==> config.mk <==
export PLATFORM = sky130hd
export DESIGN_NAME = register_map_allocator_flat
export DESIGN_NICKNAME = d
export VERILOG_FILES = /design/src/rtl/rma_pkg.sv /design/src/rtl/rma_if.sv /design/src/rtl/rma_ram.sv /design/src/rtl/rma_victim_div.sv /design/src/rtl/register_map_allocator.sv /design/src/flat_wrapper.sv
export SDC_FILE = /design/constraint.sdc
export NUM_CORES = 2
export LEC_CHECK = 0
export ABC_CLOCK_PERIOD_IN_PS = 8200
export BUFFER_PORTS_ARGS = -buffer_cell sky130_fd_sc_hd__buf_2
export CORE_MARGIN = 3
export CORE_UTILIZATION = 55
export CTS_BUF_LIST = sky130_fd_sc_hd__clkbuf_4
export DETAILED_ROUTE_END_ITERATION = 6
export GPL_TIMING_DRIVEN = 0
export HOLD_SLACK_MARGIN = 0.1
export PLACE_DENSITY = 0.73
export SLEW_MARGIN = 20
export SYNTH_ARGS = -nofsm -noshare
export SYNTH_HDL_FRONTEND = slang
export SYNTH_HIERARCHICAL = 1
export SYNTH_SLANG_ARGS = --single-unit
==> constraint.sdc <==
create_clock -name clk -period 8.2 [get_ports clk]
set_input_delay 0.41 -clock clk [delete_from_list [all_inputs] [get_ports clk]]
set_output_delay 0.41 -clock clk [all_outputs]
set_load 0.005 [all_outputs]
==> src/rtl/rma_pkg.sv <==
`timescale 1ns / 1ps
// Shared types, codes and sizes of the register map allocator.
package rma_pkg;

	localparam int RMA_NUM_REGS = 18;
	localparam int RMA_NUM_VARS = 256;

	localparam int RMA_CMD_W    = 2;
	localparam int RMA_VAR_W    = 8;
	localparam int RMA_KIND_W   = 2;
	localparam int RMA_REG_W    = 5;
	localparam int RMA_OFF_W    = 11;
	localparam int RMA_SEED_W   = 16;
	localparam int RMA_SLOT_W   = 8;
	localparam int RMA_ENTRY_W  = RMA_SLOT_W + 1;
	localparam int RMA_RECIP_SHIFT = 21;
	localparam int RMA_RECIP_W     = RMA_RECIP_SHIFT;

	localparam logic [RMA_SEED_W-1:0] RMA_LFSR_MASK  = 16'hB400;
	localparam logic [RMA_SEED_W-1:0] RMA_LFSR_RESET = 16'h0001;

	localparam logic [RMA_CMD_W-1:0] CMD_ENSURE       = 2'd0;
	localparam logic [RMA_CMD_W-1:0] CMD_ENSURE_AVOID = 2'd1;
	localparam logic [RMA_CMD_W-1:0] CMD_FLUSH        = 2'd2;
	localparam logic [RMA_CMD_W-1:0] CMD_CLEAR_MAP    = 2'd3;

	localparam logic [RMA_KIND_W-1:0] KIND_STORE   = 2'd0;
	localparam logic [RMA_KIND_W-1:0] KIND_LOAD    = 2'd1;
	localparam logic [RMA_KIND_W-1:0] KIND_ANSWER  = 2'd2;
	localparam logic [RMA_KIND_W-1:0] KIND_FLUSHED = 2'd3;

	typedef enum logic [3:0] {
		ST_CLEAR,
		ST_IDLE,
		ST_SCAN,
		ST_DIV,
		ST_FIX,
		ST_VSEL,
		ST_ALLOC,
		ST_MOD,
		ST_WAIT,
		ST_EMIT,
		ST_ANSWER,
		ST_FSCAN,
		ST_FDONE
	} rma_state_t;

	typedef enum logic [1:0] {
		PH_VICTIM,
		PH_LOAD,
		PH_FLUSH
	} rma_phase_t;

	typedef struct packed {
		logic start;
		logic reseed;
	} rma_div_ctl_t;

	typedef struct packed {
		logic                 done;
		logic [RMA_REG_W-1:0] rem;
	} rma_div_st_t;

endpackage

==> src/rtl/rma_if.sv <==
`timescale 1ns / 1ps
// Handshake channels for request items and result items.
interface rma_in_if import rma_pkg::*; ();
	logic                 valid;
	logic                 ready;
	logic [RMA_CMD_W-1:0] cmd;
	logic [RMA_VAR_W-1:0] var_id;
	logic                 is_write;
	logic [RMA_VAR_W-1:0] avoid_var_id;

	modport source (output valid, cmd, var_id, is_write, avoid_var_id, input ready);
	modport sink (input valid, cmd, var_id, is_write, avoid_var_id, output ready);
endinterface

interface rma_out_if import rma_pkg::*; ();
	logic                        valid;
	logic                        ready;
	logic [RMA_KIND_W-1:0]       kind;
	logic [RMA_REG_W-1:0]        reg_index;
	logic                        use_zero;
	logic signed [RMA_OFF_W-1:0] frame_offset;
	logic                        last;

	modport source (output valid, kind, reg_index, use_zero, frame_offset, last, input ready);
	modport sink (input valid, kind, reg_index, use_zero, frame_offset, last, output ready);
endinterface

==> src/rtl/rma_ram.sv <==
`timescale 1ns / 1ps
// Generic single-write, single-read RAM with registered read data.
module rma_ram #(
	parameter int WIDTH = 8,
	parameter int DEPTH = 256
) (
	input  logic                     clk,
	input  logic                     we,
	input  logic [$clog2(DEPTH)-1:0] waddr,
	input  logic [WIDTH-1:0]         wdata,
	input  logic [$clog2(DEPTH)-1:0] raddr,
	output logic [WIDTH-1:0]         rdata
);

	logic [WIDTH-1:0] mem [DEPTH];
	logic [WIDTH-1:0] rdata_q;

	always_ff @(posedge clk) begin
		if (we) begin
			mem[waddr] <= wdata;
		end
		rdata_q <= mem[raddr];
	end

	assign rdata = rdata_q;

endmodule

==> src/rtl/rma_victim_div.sv <==
`timescale 1ns / 1ps
// Victim LFSR and reciprocal-multiply unit that reduces it modulo the register count.
module rma_victim_div import rma_pkg::*; #(
	parameter int NUM_REGS = RMA_NUM_REGS
) (
	input  logic                  clk,
	input  logic                  arst_n,
	input  rma_div_ctl_t          ctl,
	input  logic [RMA_SEED_W-1:0] seed,
	output rma_div_st_t           st
);

	localparam int RIW       = $clog2(NUM_REGS);
	localparam int PW        = RMA_SEED_W + RMA_RECIP_W;
	localparam int RECIP_INT = ((1 << RMA_RECIP_SHIFT) + NUM_REGS - 1) / NUM_REGS;
	localparam logic [RMA_RECIP_W-1:0] RECIP = RMA_RECIP_W'(RECIP_INT);
	localparam logic [RMA_SEED_W-1:0]  NR    = RMA_SEED_W'(NUM_REGS);

	logic [RMA_SEED_W-1:0] lfsr_q;
	logic [RMA_SEED_W-1:0] lfsr_next;
	logic [PW-1:0]         prod;
	logic [RMA_SEED_W-1:0] back;
	logic [RMA_SEED_W-1:0] diff;
	logic [RMA_SEED_W-1:0] quo_q;
	logic [RIW-1:0]        rem_q;
	logic                  quo_go_q;
	logic                  rem_go_q;
	logic                  done_q;

	// The quotient comes from a multiply by the rounded-up reciprocal, exact for 16-bit values.
	assign lfsr_next = (lfsr_q >> 1) ^ (lfsr_q[0] ? RMA_LFSR_MASK : '0);
	assign prod      = PW'(lfsr_q) * PW'(RECIP);
	assign back      = quo_q * NR;
	assign diff      = lfsr_q - back;

	always_ff @(posedge clk or negedge arst_n) begin
		if (!arst_n) begin
			lfsr_q   <= RMA_LFSR_RESET;
			quo_go_q <= 1'b0;
			rem_go_q <= 1'b0;
			done_q   <= 1'b0;
		end else begin
			if (ctl.reseed) begin
				lfsr_q <= (seed == '0) ? RMA_LFSR_RESET : seed;
			end else if (ctl.start) begin
				lfsr_q <= lfsr_next;
			end
			quo_go_q <= ctl.start;
			rem_go_q <= quo_go_q;
			done_q   <= rem_go_q;
		end
	end

	always_ff @(posedge clk) begin
		if (quo_go_q) begin
			quo_q <= prod[PW-1:RMA_RECIP_SHIFT];
		end
		if (rem_go_q) begin
			rem_q <= diff[RIW-1:0];
		end
	end

	assign st.done = done_q;
	assign st.rem  = RMA_REG_W'(rem_q);

endmodule

==> src/rtl/register_map_allocator.sv <==
`timescale 1ns / 1ps
// Top level: register map allocator with its sequencer, register map and slot table.
//
//  channel   direction  handshake              payload
//  request   in         request.valid/ready    cmd, var_id, is_write, avoid_var_id
//  result    out        result.valid/ready     kind, reg_index, use_zero, frame_offset, last
//  cfg       in         cfg_we                 cfg_wdata (victim seed)
//
// After reset all NUM_VARS entries of the slot table are cleared before the first item is taken.
// An item is taken only in the idle state; a clear command is carried out there and gives no result.
// An ensure scans up to NUM_REGS register entries one per cycle; a victim choice goes through the
// remainder unit and the victim select, and each slot lookup reduces the id below NUM_VARS
// in the MOD state and reads the slot table in the WAIT state. A flush scans all NUM_REGS entries.
// Each result waits in the output register until taken, which stalls the sequencer.
module register_map_allocator import rma_pkg::*; #(
	parameter int NUM_REGS = RMA_NUM_REGS,
	parameter int NUM_VARS = RMA_NUM_VARS
) (
	input  logic                  clk,
	input  logic                  arst_n,
	rma_in_if.sink                request,
	rma_out_if.source             result,
	input  logic                  cfg_we,
	input  logic [RMA_SEED_W-1:0] cfg_wdata
);

	localparam int RIW = $clog2(NUM_REGS);
	localparam int AW  = $clog2(NUM_VARS);
	localparam logic [RIW-1:0]       LAST_REG = RIW'(NUM_REGS - 1);
	localparam logic [AW-1:0]        LAST_VAR = AW'(NUM_VARS - 1);
	localparam logic [12:0]          NV_CMP   = 13'(NUM_VARS);
	localparam logic [RMA_VAR_W-1:0] NV_SUB   = RMA_VAR_W'(NUM_VARS);

	rma_state_t state_q, state_d;
	rma_phase_t phase_q;

	logic [RMA_VAR_W-1:0]  owner_q [NUM_REGS];
	logic [NUM_REGS-1:0]   dirty_q;
	logic [RMA_SLOT_W-1:0] next_slot_q;
	logic [AW-1:0]         clr_q;
	logic [RMA_SEED_W-1:0] seed_q;

	logic [RMA_CMD_W-1:0]  cmd_q;
	logic [RMA_VAR_W-1:0]  var_q;
	logic                  wr_q;
	logic [RMA_VAR_W-1:0]  avar_q;
	logic                  zero_q;
	logic [RIW-1:0]        idx_q;
	logic                  free_found_q;
	logic [RIW-1:0]        free_idx_q;
	logic                  avoid_found_q;
	logic [RIW-1:0]        avoid_idx_q;
	logic [RMA_VAR_W-1:0]  svar_q;
	logic [RMA_OFF_W-1:0]  off_q;

	logic                  out_valid_q;
	logic [RMA_KIND_W-1:0] out_kind_q;
	logic [RMA_REG_W-1:0]  out_reg_q;
	logic                  out_zero_q;
	logic [RMA_OFF_W-1:0]  out_off_q;
	logic                  out_last_q;

	logic [RMA_VAR_W-1:0]   owner_rd;
	logic                   dirty_rd;
	logic                   is_last_reg;
	logic                   hit;
	logic                   cur_free;
	logic                   any_free;
	logic                   avoid_hit;
	logic                   out_free;
	logic                   accept;
	logic                   emit;
	logic [RMA_KIND_W-1:0]  e_kind;
	logic [RMA_REG_W-1:0]   e_reg;
	logic                   e_zero;
	logic [RMA_OFF_W-1:0]   e_off;
	logic                   e_last;
	logic                   ram_we;
	logic [AW-1:0]          ram_waddr;
	logic [RMA_ENTRY_W-1:0] ram_wdata;
	logic [RMA_ENTRY_W-1:0] ram_rdata;
	logic [RMA_SLOT_W-1:0]  slot_sel;
	logic [RIW-1:0]         rem_idx;
	logic [RIW-1:0]         victim_idx;
	logic                   svar_big;
	rma_div_ctl_t           div_ctl;
	rma_div_st_t            div_st;

	rma_victim_div #(
		.NUM_REGS(NUM_REGS)
	) u_div (
		.clk   (clk),
		.arst_n(arst_n),
		.ctl   (div_ctl),
		.seed  (seed_q),
		.st    (div_st)
	);

	rma_ram #(
		.WIDTH(RMA_ENTRY_W),
		.DEPTH(NUM_VARS)
	) u_slot_ram (
		.clk  (clk),
		.we   (ram_we),
		.waddr(ram_waddr),
		.wdata(ram_wdata),
		.raddr(AW'(svar_q)),
		.rdata(ram_rdata)
	);

	assign owner_rd    = owner_q[idx_q];
	assign dirty_rd    = dirty_q[idx_q];
	assign is_last_reg = (idx_q == LAST_REG);
	assign hit         = (owner_rd == var_q);
	assign cur_free    = (owner_rd == '0);
	assign any_free    = free_found_q || cur_free;
	assign avoid_hit   = (cmd_q == CMD_ENSURE_AVOID) && (avar_q != '0) && (owner_rd == avar_q);
	assign out_free    = !out_valid_q || result.ready;
	assign accept      = request.valid && request.ready;
	assign slot_sel    = ram_rdata[RMA_ENTRY_W-1] ? ram_rdata[RMA_SLOT_W-1:0] : next_slot_q;
	assign rem_idx     = div_st.rem[RIW-1:0];
	assign victim_idx  = (avoid_found_q && (rem_idx == avoid_idx_q)) ?
		((rem_idx == LAST_REG) ? '0 : rem_idx + 1'b1) : rem_idx;
	assign svar_big    = (13'(svar_q) >= NV_CMP);

	always_ff @(posedge clk or negedge arst_n) begin
		if (!arst_n) begin
			state_q <= ST_CLEAR;
		end else begin
			state_q <= state_d;
		end
	end

	always_comb begin
		state_d       = state_q;
		request.ready = 1'b0;
		div_ctl       = '0;
		emit          = 1'b0;
		e_kind        = KIND_ANSWER;
		e_reg         = RMA_REG_W'(idx_q);
		e_zero        = 1'b0;
		e_off         = '0;
		e_last        = 1'b0;
		ram_we        = 1'b0;
		ram_waddr     = AW'(svar_q);
		ram_wdata     = {1'b1, next_slot_q};
		case (state_q)
			ST_CLEAR: begin
				ram_we    = 1'b1;
				ram_waddr = clr_q;
				ram_wdata = '0;
				if (clr_q == LAST_VAR) begin
					state_d = ST_IDLE;
				end
			end
			ST_IDLE: begin
				request.ready = 1'b1;
				if (request.valid) begin
					case (request.cmd)
						CMD_CLEAR_MAP: div_ctl.reseed = 1'b1;
						CMD_FLUSH:     state_d = ST_FSCAN;
						default: begin
							state_d = (request.var_id == '0) ? ST_ANSWER : ST_SCAN;
						end
					endcase
				end
			end
			ST_SCAN: begin
				if (hit) begin
					state_d = ST_ANSWER;
				end else if (is_last_reg) begin
					if (any_free) begin
						state_d = ST_ALLOC;
					end else begin
						div_ctl.start = 1'b1;
						state_d       = ST_DIV;
					end
				end
			end
			ST_DIV: begin
				if (div_st.done) begin
					state_d = ST_FIX;
				end
			end
			ST_FIX:   state_d = ST_VSEL;
			ST_VSEL:  state_d = ST_MOD;
			ST_ALLOC: state_d = wr_q ? ST_ANSWER : ST_MOD;
			ST_MOD: begin
				if (!svar_big) begin
					state_d = ST_WAIT;
				end
			end
			ST_WAIT: begin
				ram_we  = !ram_rdata[RMA_ENTRY_W-1];
				state_d = ST_EMIT;
			end
			ST_EMIT: begin
				if (out_free) begin
					emit   = 1'b1;
					e_kind = (phase_q == PH_LOAD) ? KIND_LOAD : KIND_STORE;
					e_off  = off_q;
					case (phase_q)
						PH_VICTIM: state_d = wr_q ? ST_ANSWER : ST_MOD;
						PH_LOAD:   state_d = ST_ANSWER;
						default:   state_d = is_last_reg ? ST_FDONE : ST_FSCAN;
					endcase
				end
			end
			ST_ANSWER: begin
				if (out_free) begin
					emit    = 1'b1;
					e_kind  = KIND_ANSWER;
					e_reg   = zero_q ? '0 : RMA_REG_W'(idx_q);
					e_zero  = zero_q;
					e_last  = 1'b1;
					state_d = ST_IDLE;
				end
			end
			ST_FSCAN: begin
				if (dirty_rd) begin
					state_d = ST_MOD;
				end else if (is_last_reg) begin
					state_d = ST_FDONE;
				end
			end
			ST_FDONE: begin
				if (out_free) begin
					emit    = 1'b1;
					e_kind  = KIND_FLUSHED;
					e_reg   = '0;
					e_last  = 1'b1;
					state_d = ST_IDLE;
				end
			end
			default: state_d = ST_IDLE;
		endcase
	end

	always_ff @(posedge clk or negedge arst_n) begin
		if (!arst_n) begin
			for (int i = 0; i < NUM_REGS; i++) begin
				owner_q[i] <= '0;
			end
			dirty_q     <= '0;
			next_slot_q <= '0;
			clr_q       <= '0;
			seed_q      <= RMA_LFSR_RESET;
			out_valid_q <= 1'b0;
		end else begin
			if (cfg_we) begin
				seed_q <= cfg_wdata;
			end
			if (emit) begin
				out_valid_q <= 1'b1;
			end else if (result.ready) begin
				out_valid_q <= 1'b0;
			end
			case (state_q)
				ST_CLEAR: clr_q <= clr_q + 1'b1;
				ST_IDLE: begin
					if (accept && (request.cmd == CMD_CLEAR_MAP)) begin
						for (int i = 0; i < NUM_REGS; i++) begin
							owner_q[i] <= '0;
						end
						dirty_q <= '0;
					end
				end
				ST_SCAN: begin
					if (hit && wr_q) begin
						dirty_q[idx_q] <= 1'b1;
					end
				end
				ST_ALLOC: begin
					owner_q[idx_q] <= var_q;
					dirty_q[idx_q] <= wr_q;
				end
				ST_WAIT: begin
					if (!ram_rdata[RMA_ENTRY_W-1]) begin
						next_slot_q <= next_slot_q + 1'b1;
					end
				end
				ST_EMIT: begin
					if (out_free) begin
						case (phase_q)
							PH_VICTIM: begin
								owner_q[idx_q] <= var_q;
								dirty_q[idx_q] <= wr_q;
							end
							PH_FLUSH: dirty_q[idx_q] <= 1'b0;
							default: ;
						endcase
					end
				end
				default: ;
			endcase
		end
	end

	always_ff @(posedge clk) begin
		if (emit) begin
			out_kind_q <= e_kind;
			out_reg_q  <= e_reg;
			out_zero_q <= e_zero;
			out_off_q  <= e_off;
			out_last_q <= e_last;
		end
		case (state_q)
			ST_IDLE: begin
				if (accept) begin
					cmd_q         <= request.cmd;
					var_q         <= request.var_id;
					wr_q          <= request.is_write;
					avar_q        <= request.avoid_var_id;
					zero_q        <= (request.var_id == '0);
					idx_q         <= '0;
					free_found_q  <= 1'b0;
					avoid_found_q <= 1'b0;
				end
			end
			ST_SCAN: begin
				if (!hit) begin
					if (cur_free && !free_found_q) begin
						free_found_q <= 1'b1;
						free_idx_q   <= idx_q;
					end
					if (avoid_hit) begin
						avoid_found_q <= 1'b1;
						avoid_idx_q   <= idx_q;
					end
					if (is_last_reg) begin
						if (any_free) begin
							idx_q <= free_found_q ? free_idx_q : idx_q;
						end
					end else begin
						idx_q <= idx_q + 1'b1;
					end
				end
			end
			ST_FIX: idx_q <= victim_idx;
			ST_VSEL: begin
				svar_q  <= owner_rd;
				phase_q <= PH_VICTIM;
			end
			ST_ALLOC: begin
				svar_q  <= var_q;
				phase_q <= PH_LOAD;
			end
			ST_MOD: begin
				if (svar_big) begin
					svar_q <= svar_q - NV_SUB;
				end
			end
			ST_WAIT: begin
				off_q <= 11'd0 - (({3'b000, slot_sel} + 11'd1) << 2);
			end
			ST_EMIT: begin
				if (out_free) begin
					case (phase_q)
						PH_VICTIM: begin
							svar_q  <= var_q;
							phase_q <= PH_LOAD;
						end
						PH_FLUSH: begin
							if (!is_last_reg) begin
								idx_q <= idx_q + 1'b1;
							end
						end
						default: ;
					endcase
				end
			end
			ST_FSCAN: begin
				if (dirty_rd) begin
					svar_q  <= owner_rd;
					phase_q <= PH_FLUSH;
				end else if (!is_last_reg) begin
					idx_q <= idx_q + 1'b1;
				end
			end
			default: ;
		endcase
	end

	assign result.valid        = out_valid_q;
	assign result.kind         = out_kind_q;
	assign result.reg_index    = out_reg_q;
	assign result.use_zero     = out_zero_q;
	assign result.frame_offset = out_off_q;
	assign result.last         = out_last_q;

endmodule

==> src/flat_wrapper.sv <==
// flat-port wrapper written by rule: the top's interface ports become plain ports
module register_map_allocator_flat import rma_pkg::*;
#(
	parameter int NUM_REGS = RMA_NUM_REGS,
	parameter int NUM_VARS = RMA_NUM_VARS
)
  (clk, arst_n, cfg_we, cfg_wdata, request_valid, request_cmd, request_var_id, request_is_write, request_avoid_var_id, request_ready, result_valid, result_kind, result_reg_index, result_use_zero, result_frame_offset, result_last, result_ready);
  rma_in_if request_i ();
  rma_out_if result_i ();
  input  logic clk;
  input  logic arst_n;
  input  logic cfg_we;
  input  logic [RMA_SEED_W-1:0] cfg_wdata;
  input wire logic [$bits(request_i.valid)-1:0] request_valid;
  input wire logic [$bits(request_i.cmd)-1:0] request_cmd;
  input wire logic [$bits(request_i.var_id)-1:0] request_var_id;
  input wire logic [$bits(request_i.is_write)-1:0] request_is_write;
  input wire logic [$bits(request_i.avoid_var_id)-1:0] request_avoid_var_id;
  output wire logic [$bits(request_i.ready)-1:0] request_ready;
  output wire logic [$bits(result_i.valid)-1:0] result_valid;
  output wire logic [$bits(result_i.kind)-1:0] result_kind;
  output wire logic [$bits(result_i.reg_index)-1:0] result_reg_index;
  output wire logic [$bits(result_i.use_zero)-1:0] result_use_zero;
  output wire logic [$bits(result_i.frame_offset)-1:0] result_frame_offset;
  output wire logic [$bits(result_i.last)-1:0] result_last;
  input wire logic [$bits(result_i.ready)-1:0] result_ready;
  assign request_i.valid = request_valid;
  assign request_i.cmd = request_cmd;
  assign request_i.var_id = request_var_id;
  assign request_i.is_write = request_is_write;
  assign request_i.avoid_var_id = request_avoid_var_id;
  assign request_ready = request_i.ready;
  assign result_valid = result_i.valid;
  assign result_kind = result_i.kind;
  assign result_reg_index = result_i.reg_index;
  assign result_use_zero = result_i.use_zero;
  assign result_frame_offset = result_i.frame_offset;
  assign result_last = result_i.last;
  assign result_i.ready = result_ready;
  register_map_allocator #(.NUM_REGS(NUM_REGS), .NUM_VARS(NUM_VARS)) u_core (.clk(clk), .arst_n(arst_n), .request(request_i), .result(result_i), .cfg_we(cfg_we), .cfg_wdata(cfg_wdata));
endmodule
==> run summary <==
The number of clock sinks is 2614. The worst-margin pin slew is 1.460 ns. The synthesized area came out at 107600 µm². The number of post-CTS setup repair buffers is 0. For this run, the post-layout net count is 7150. The clock slew at the register clock pins of the worst setup and hold paths came out at 0.06 ns. The first global-routing pass estimated 470000 µm of wire.

For this design the static power due to leakage is 34.96 nW. The maximum number of pins on one net before global-route repair came out at 124. The pre-CTS setup slack is 2.348 ns. The power share of the combinational group is 0.4%. The sort of element at the end of the critical path is a register.

The number of nets still failing antenna checks after routing came out at 0. The flow ran to the end, but the final reports show violations. After detailed routing, the number of vias per cell comes to 6.625. The cell depth of the worst flop-to-flop path is 10. Dividing total power by cell area gives a power density of 205.3 nW/µm². The via count is 65830. The type of the worst min-delay path is input pin to register. The post-route cell area is 122400 µm². The worst hold path begins at request_valid.

The fraction of power spent switching nets came out at 20.77%. For this run, the total global-route usage over all layers was measured as 33.67%. The area of the multi-input gates is 27890 µm². Setup repair after global routing left no endpoint under its margin. The initialized floorplan defines 161 standard-cell rows. The share of final-layout standard cells stronger than drive strength 1 came out at 26.32%. In this run the critical register-to-register path is captured at u_core/u_slot_ram/mem[236][6]$_DFFE_PP_. The critical path data required time is 9.10 ns. The fraction of registers with async set/reset is 8.340%. The count of input and output buffers came out at 58. The routed wirelength normalized by instance count came out at 33.81 µm.

The number of global-route vias before repair came out at 65100. The count of TritonRoute iterations in the first routing pass is 7. The die covers 200900 µm².

The switching power summed over all nets is 0.005222 W. The residual overflow from global routing came out at 0. Dividing the final minimum period by the clock period gives 72.90%. The critical path arrival came out at 6.88 ns. Clock tree synthesis selected as its root buffer the cell sky130_fd_sc_hd__clkbuf_4.

The total of flip-flops plus latches after synthesis came out at 2614. The worst register-to-register path begins at u_core/state_q[1]$_DFFE_PN0P_. The mean area per synthesized cell came out at 17.86 µm².

The die extent in x came out at 448.2 µm. The total half-perimeter wirelength after legalization and detailed placement came out at 228600 µm. The number of antenna violations at the first check in global routing came out at 23. For this configuration, the core starts out at a cell density of 55.63%. The clock buffer count from CTS is 654. The maximum fanout count along the critical path came out at 10. The filler cells instantiated in the layout total 13530.

The portion of total power attributed to the clock network came out at 42.6%. The sequential-to-total area share from yosys stat came out at 71.88%. The worst slew margin relative to its limit is 1.736%. The final wirelength is 335900 µm. The cell area reported after detailed placement came out at 113400 µm². The hold violation total from the final report came out at 0.

STA classifies the critical path startpoint as a register. The clock skew is 0.1467 ns. Across the run, the number of max-cap violations was 1. The count of distinct cell types in the synthesized netlist came out at 95. The number of cells produced by synthesis is 6022. The reg-to-reg setup timing slack is 2.22 ns. The die is 448.2 µm tall. The total of warnings raised by yosys is 6.

The number of setup violations in the final report came out at 0. The highest clock rate came out at 0.1673 GHz. The worst hold path passes through 5 cells.

Relative to the synthesized area, the layout overhead comes to 13.82%. Setup slack on the critical path of the routed design comes to 2.222 ns. After layout, the minimum clock period comes to 5.978 ns. The total of cells resized after clock tree synthesis came out at 0.

The number of max-slew violations in the final report was 0. The worst vdd rail ir drop is 0.1761 mV. Per report_power, the sequential group accounts for 57.1% of the total. The internal cell power is 0.01992 W.

The number of flops mapped to enable cells by yosys came out at 2387. In this run, the number of DRC markers left after iteration 0 of detailed routing was 10660. TritonCTS built the clock tree. The number of buffers between clock root and the deepest sink came out at 4. At the end of routability-driven placement, the weighted congestion stood at 1.002. In the synthesized netlist the dominant register cell turns out to be sky130_fd_sc_hd__edfxtp_1. By startpoint and endpoint, the worst setup path is classified as register to register. The floorplan core area is 193400 µm².

The register cell area after layout came out at 77320 µm². The final reports fail on DRC, capacitance limit. The insertion delay to the later sink of the worst-skew pair came out at 1.44 ns. The number of H-tree levels is 6. The count of unresolved DRC violations after routing came out at 1. For hold timing, the worst endpoint is u_core/dirty_q[15]$_DFFE_PN0P_.

The count of pins on the block boundary came out at 62.
-- cell type report --
cell class                      instances  share of cell area [%]
Sequential cell                      2614                   63.15
Multi-Input combinational cell       2881                   22.78
Clock buffer                          946                   5.800
Timing Repair Buffer                  247                   2.718
Tap cell                             2526                   2.581
Buffer                                325                   1.561
Clock inverter                        173                  0.7440
Inverter                              203                  0.6285
Antenna cell                           21                 0.04292
-- layer usage --
layer	GRT usage, %	share of wire, %	up-vias	wire (µm)
met4	19.19	6.5	24	21800
met5	0	0.054	-	180
met1	42.30	33	33130	111800
met2	49.82	45	5408	150300
li1	-	-	26180	-
met3	13.74	15	1089	51840
-- placed cells by master, fill, tap and decap left out, types with 55 or more instances in the layout --
cell | netlist | final
sky130_fd_sc_hd__edfxtp_1 | 2387 | 2387
sky130_fd_sc_hd__clkbuf_4 | 0 | 946
sky130_fd_sc_hd__mux4_2 | 479 | 479
sky130_fd_sc_hd__nor2_1 | 351 | 308
sky130_fd_sc_hd__nand2_1 | 302 | 302
sky130_fd_sc_hd__mux2i_1 | 249 | 249
sky130_fd_sc_hd__o21ai_0 | 226 | 226
sky130_fd_sc_hd__dfrtp_1 | 216 | 216
sky130_fd_sc_hd__inv_1 | 201 | 200
sky130_fd_sc_hd__a22oi_1 | 183 | 183
sky130_fd_sc_hd__a21oi_1 | 156 | 156
sky130_fd_sc_hd__clkbuf_1 | 161 | 138
sky130_fd_sc_hd__clkinv_1 | 2 | 133
sky130_fd_sc_hd__buf_2 | 65 | 127
sky130_fd_sc_hd__ha_1 | 111 | 111
sky130_fd_sc_hd__dlygate4sd3_1 | 0 | 94
sky130_fd_sc_hd__o22ai_1 | 79 | 79
sky130_fd_sc_hd__fa_1 | 73 | 73
sky130_fd_sc_hd__nand3_1 | 55 | 55
-- flip-flops by register name (all words and copies together), names as in the netlist, 5 cells and up --
| register | cells |
|---|---|
| u_core/next_slot_q | 8 |
| u_core/result.reg_index | 5 |
| u_core/result.frame_offset | 9 |
| u_core/avar_q | 8 |
| u_core/u_div/lfsr_q | 16 |
| u_core/seed_q | 16 |
| u_core/u_slot_ram/rdata | 9 |
| u_core/clr_q | 8 |
| u_core/owner_q | 144 |
| u_core/dirty_q | 18 |
| u_core/free_idx_q | 5 |
| u_core/u_div/rem_q | 5 |
| u_core/idx_q | 5 |
| u_core/avoid_idx_q | 5 |
| u_core/u_slot_ram/mem | 2304 |
| u_core/var_q | 8 |
| u_core/svar_q | 8 |
| u_core/off_q | 9 |
-- critical path: stages (launching register included) --
cell                       delay, ns
sky130_fd_sc_hd__dfrtp_1        0.39
sky130_fd_sc_hd__clkbuf_1       0.27
sky130_fd_sc_hd__nor4_1         0.88
sky130_fd_sc_hd__clkbuf_1       0.50
sky130_fd_sc_hd__mux2_2         0.48
sky130_fd_sc_hd__clkbuf_1       0.28
sky130_fd_sc_hd__nor2_1         0.55
sky130_fd_sc_hd__nand4_1        0.59
sky130_fd_sc_hd__clkbuf_2       0.57
sky130_fd_sc_hd__buf_16         0.31
sky130_fd_sc_hd__nor2_1         0.74
-- metrics by stage --
step / std cells / power (W) / setup TNS (ns) / utilization (%) / hold slack, ns
floorplan: 6023 / 0.01464 / -867.58 / - / 0.1144
global placement: 8607 / 0.01467 / - / 57.41 / 0.4563
detailed placement: 8700 / 0.01468 / 0 / 58.62 / 0.3195
CTS: 9914 / 0.02527 / 0 / 63.26 / 0.1246
global route: 9921 / 0.02605 / 0 / 63.29 / 0.2010
finish: 9936 / 0.02514 / 0 / 63.31 / 0.2716
-- synthesized netlist by cell type (all sizes together) (35+ instances only) --
library cell | number | area (µm²)
nor4 | 42 | 277.8
and2 | 41 | 256.5
o221ai | 40 | 356.6
mux2 | 57 | 645.6
a211oi | 37 | 282.8
nand3 | 55 | 275.3
mux2i | 249 | 2492
edfxtp | 2387 | 71680
dfrtp | 216 | 5405
o22ai | 79 | 494.2
a22oi | 183 | 1374
mux4 | 488 | 11020
nor2b | 49 | 306.5
buf | 164 | 1274
nand2 | 302 | 1134
ha | 111 | 1389
nor2 | 351 | 1318
a21oi | 158 | 798.3
nor3 | 35 | 175.2
inv | 201 | 754.5
fa | 73 | 1461
clkbuf | 161 | 604.3
o21ai | 254 | 1282
-- power by group through the flow --
stage	Clock, W	Sequential (W)	Combinational, W
global placement	0	0.0146	0.0000462
global route	0.0116	0.0143	0.000105
detailed placement	0	0.0146	0.0000514
floorplan	0	0.0146	0.0000127
CTS	0.0108	0.0143	0.0000936
finish	0.0107	0.0143	0.0000961
-- what timing repair did --
action                                 4_1_cts  5_1_grt
endpoints found under the hold margin      355        0
hold buffers                                95        0
setup endpoints to repair                    0        0
-- cells by family (layout without fill, tap and decap cells) --
| kind of cell | after synthesis | after routing | synth area share [%] |
|---|---|---|---|
| compound gates | 868 | 868 | 5.211 |
| xor+xnor | 58 | 58 | 0.4722 |
| fa+ha+maj | 184 | 184 | 2.650 |
| buf+inv | 528 | 1894 | 2.454 |
| flops | 2614 | 2614 | 71.88 |
| mux | 794 | 794 | 13.17 |
| other cells | 1 | 23 | 0.003486 |
| simple gates | 975 | 975 | 4.169 |
-- how the worst max path moves through the flow --
stage                                  start                                       to  slack (ns)
3_3_place_gp   u_core/state_q[2]$_DFFE_PN0P_  u_core/u_slot_ram/mem[158][2]$_DFFE_PP_       -9.24
5_1_grt        u_core/state_q[1]$_DFFE_PN0P_  u_core/u_slot_ram/mem[109][1]$_DFFE_PP_        2.04
2_1_floorplan  u_core/state_q[2]$_DFFE_PN0P_    u_core/u_slot_ram/mem[0][7]$_DFFE_PP_       -0.49
3_5_place_dp   u_core/state_q[1]$_DFFE_PN0P_   u_core/u_slot_ram/mem[90][7]$_DFFE_PP_        2.35
6_report       u_core/state_q[1]$_DFFE_PN0P_  u_core/u_slot_ram/mem[236][6]$_DFFE_PP_        2.22
4_1_cts        u_core/state_q[1]$_DFFE_PN0P_  u_core/u_slot_ram/mem[111][1]$_DFFE_PP_        2.29
(Power assumes the default switching activity.)
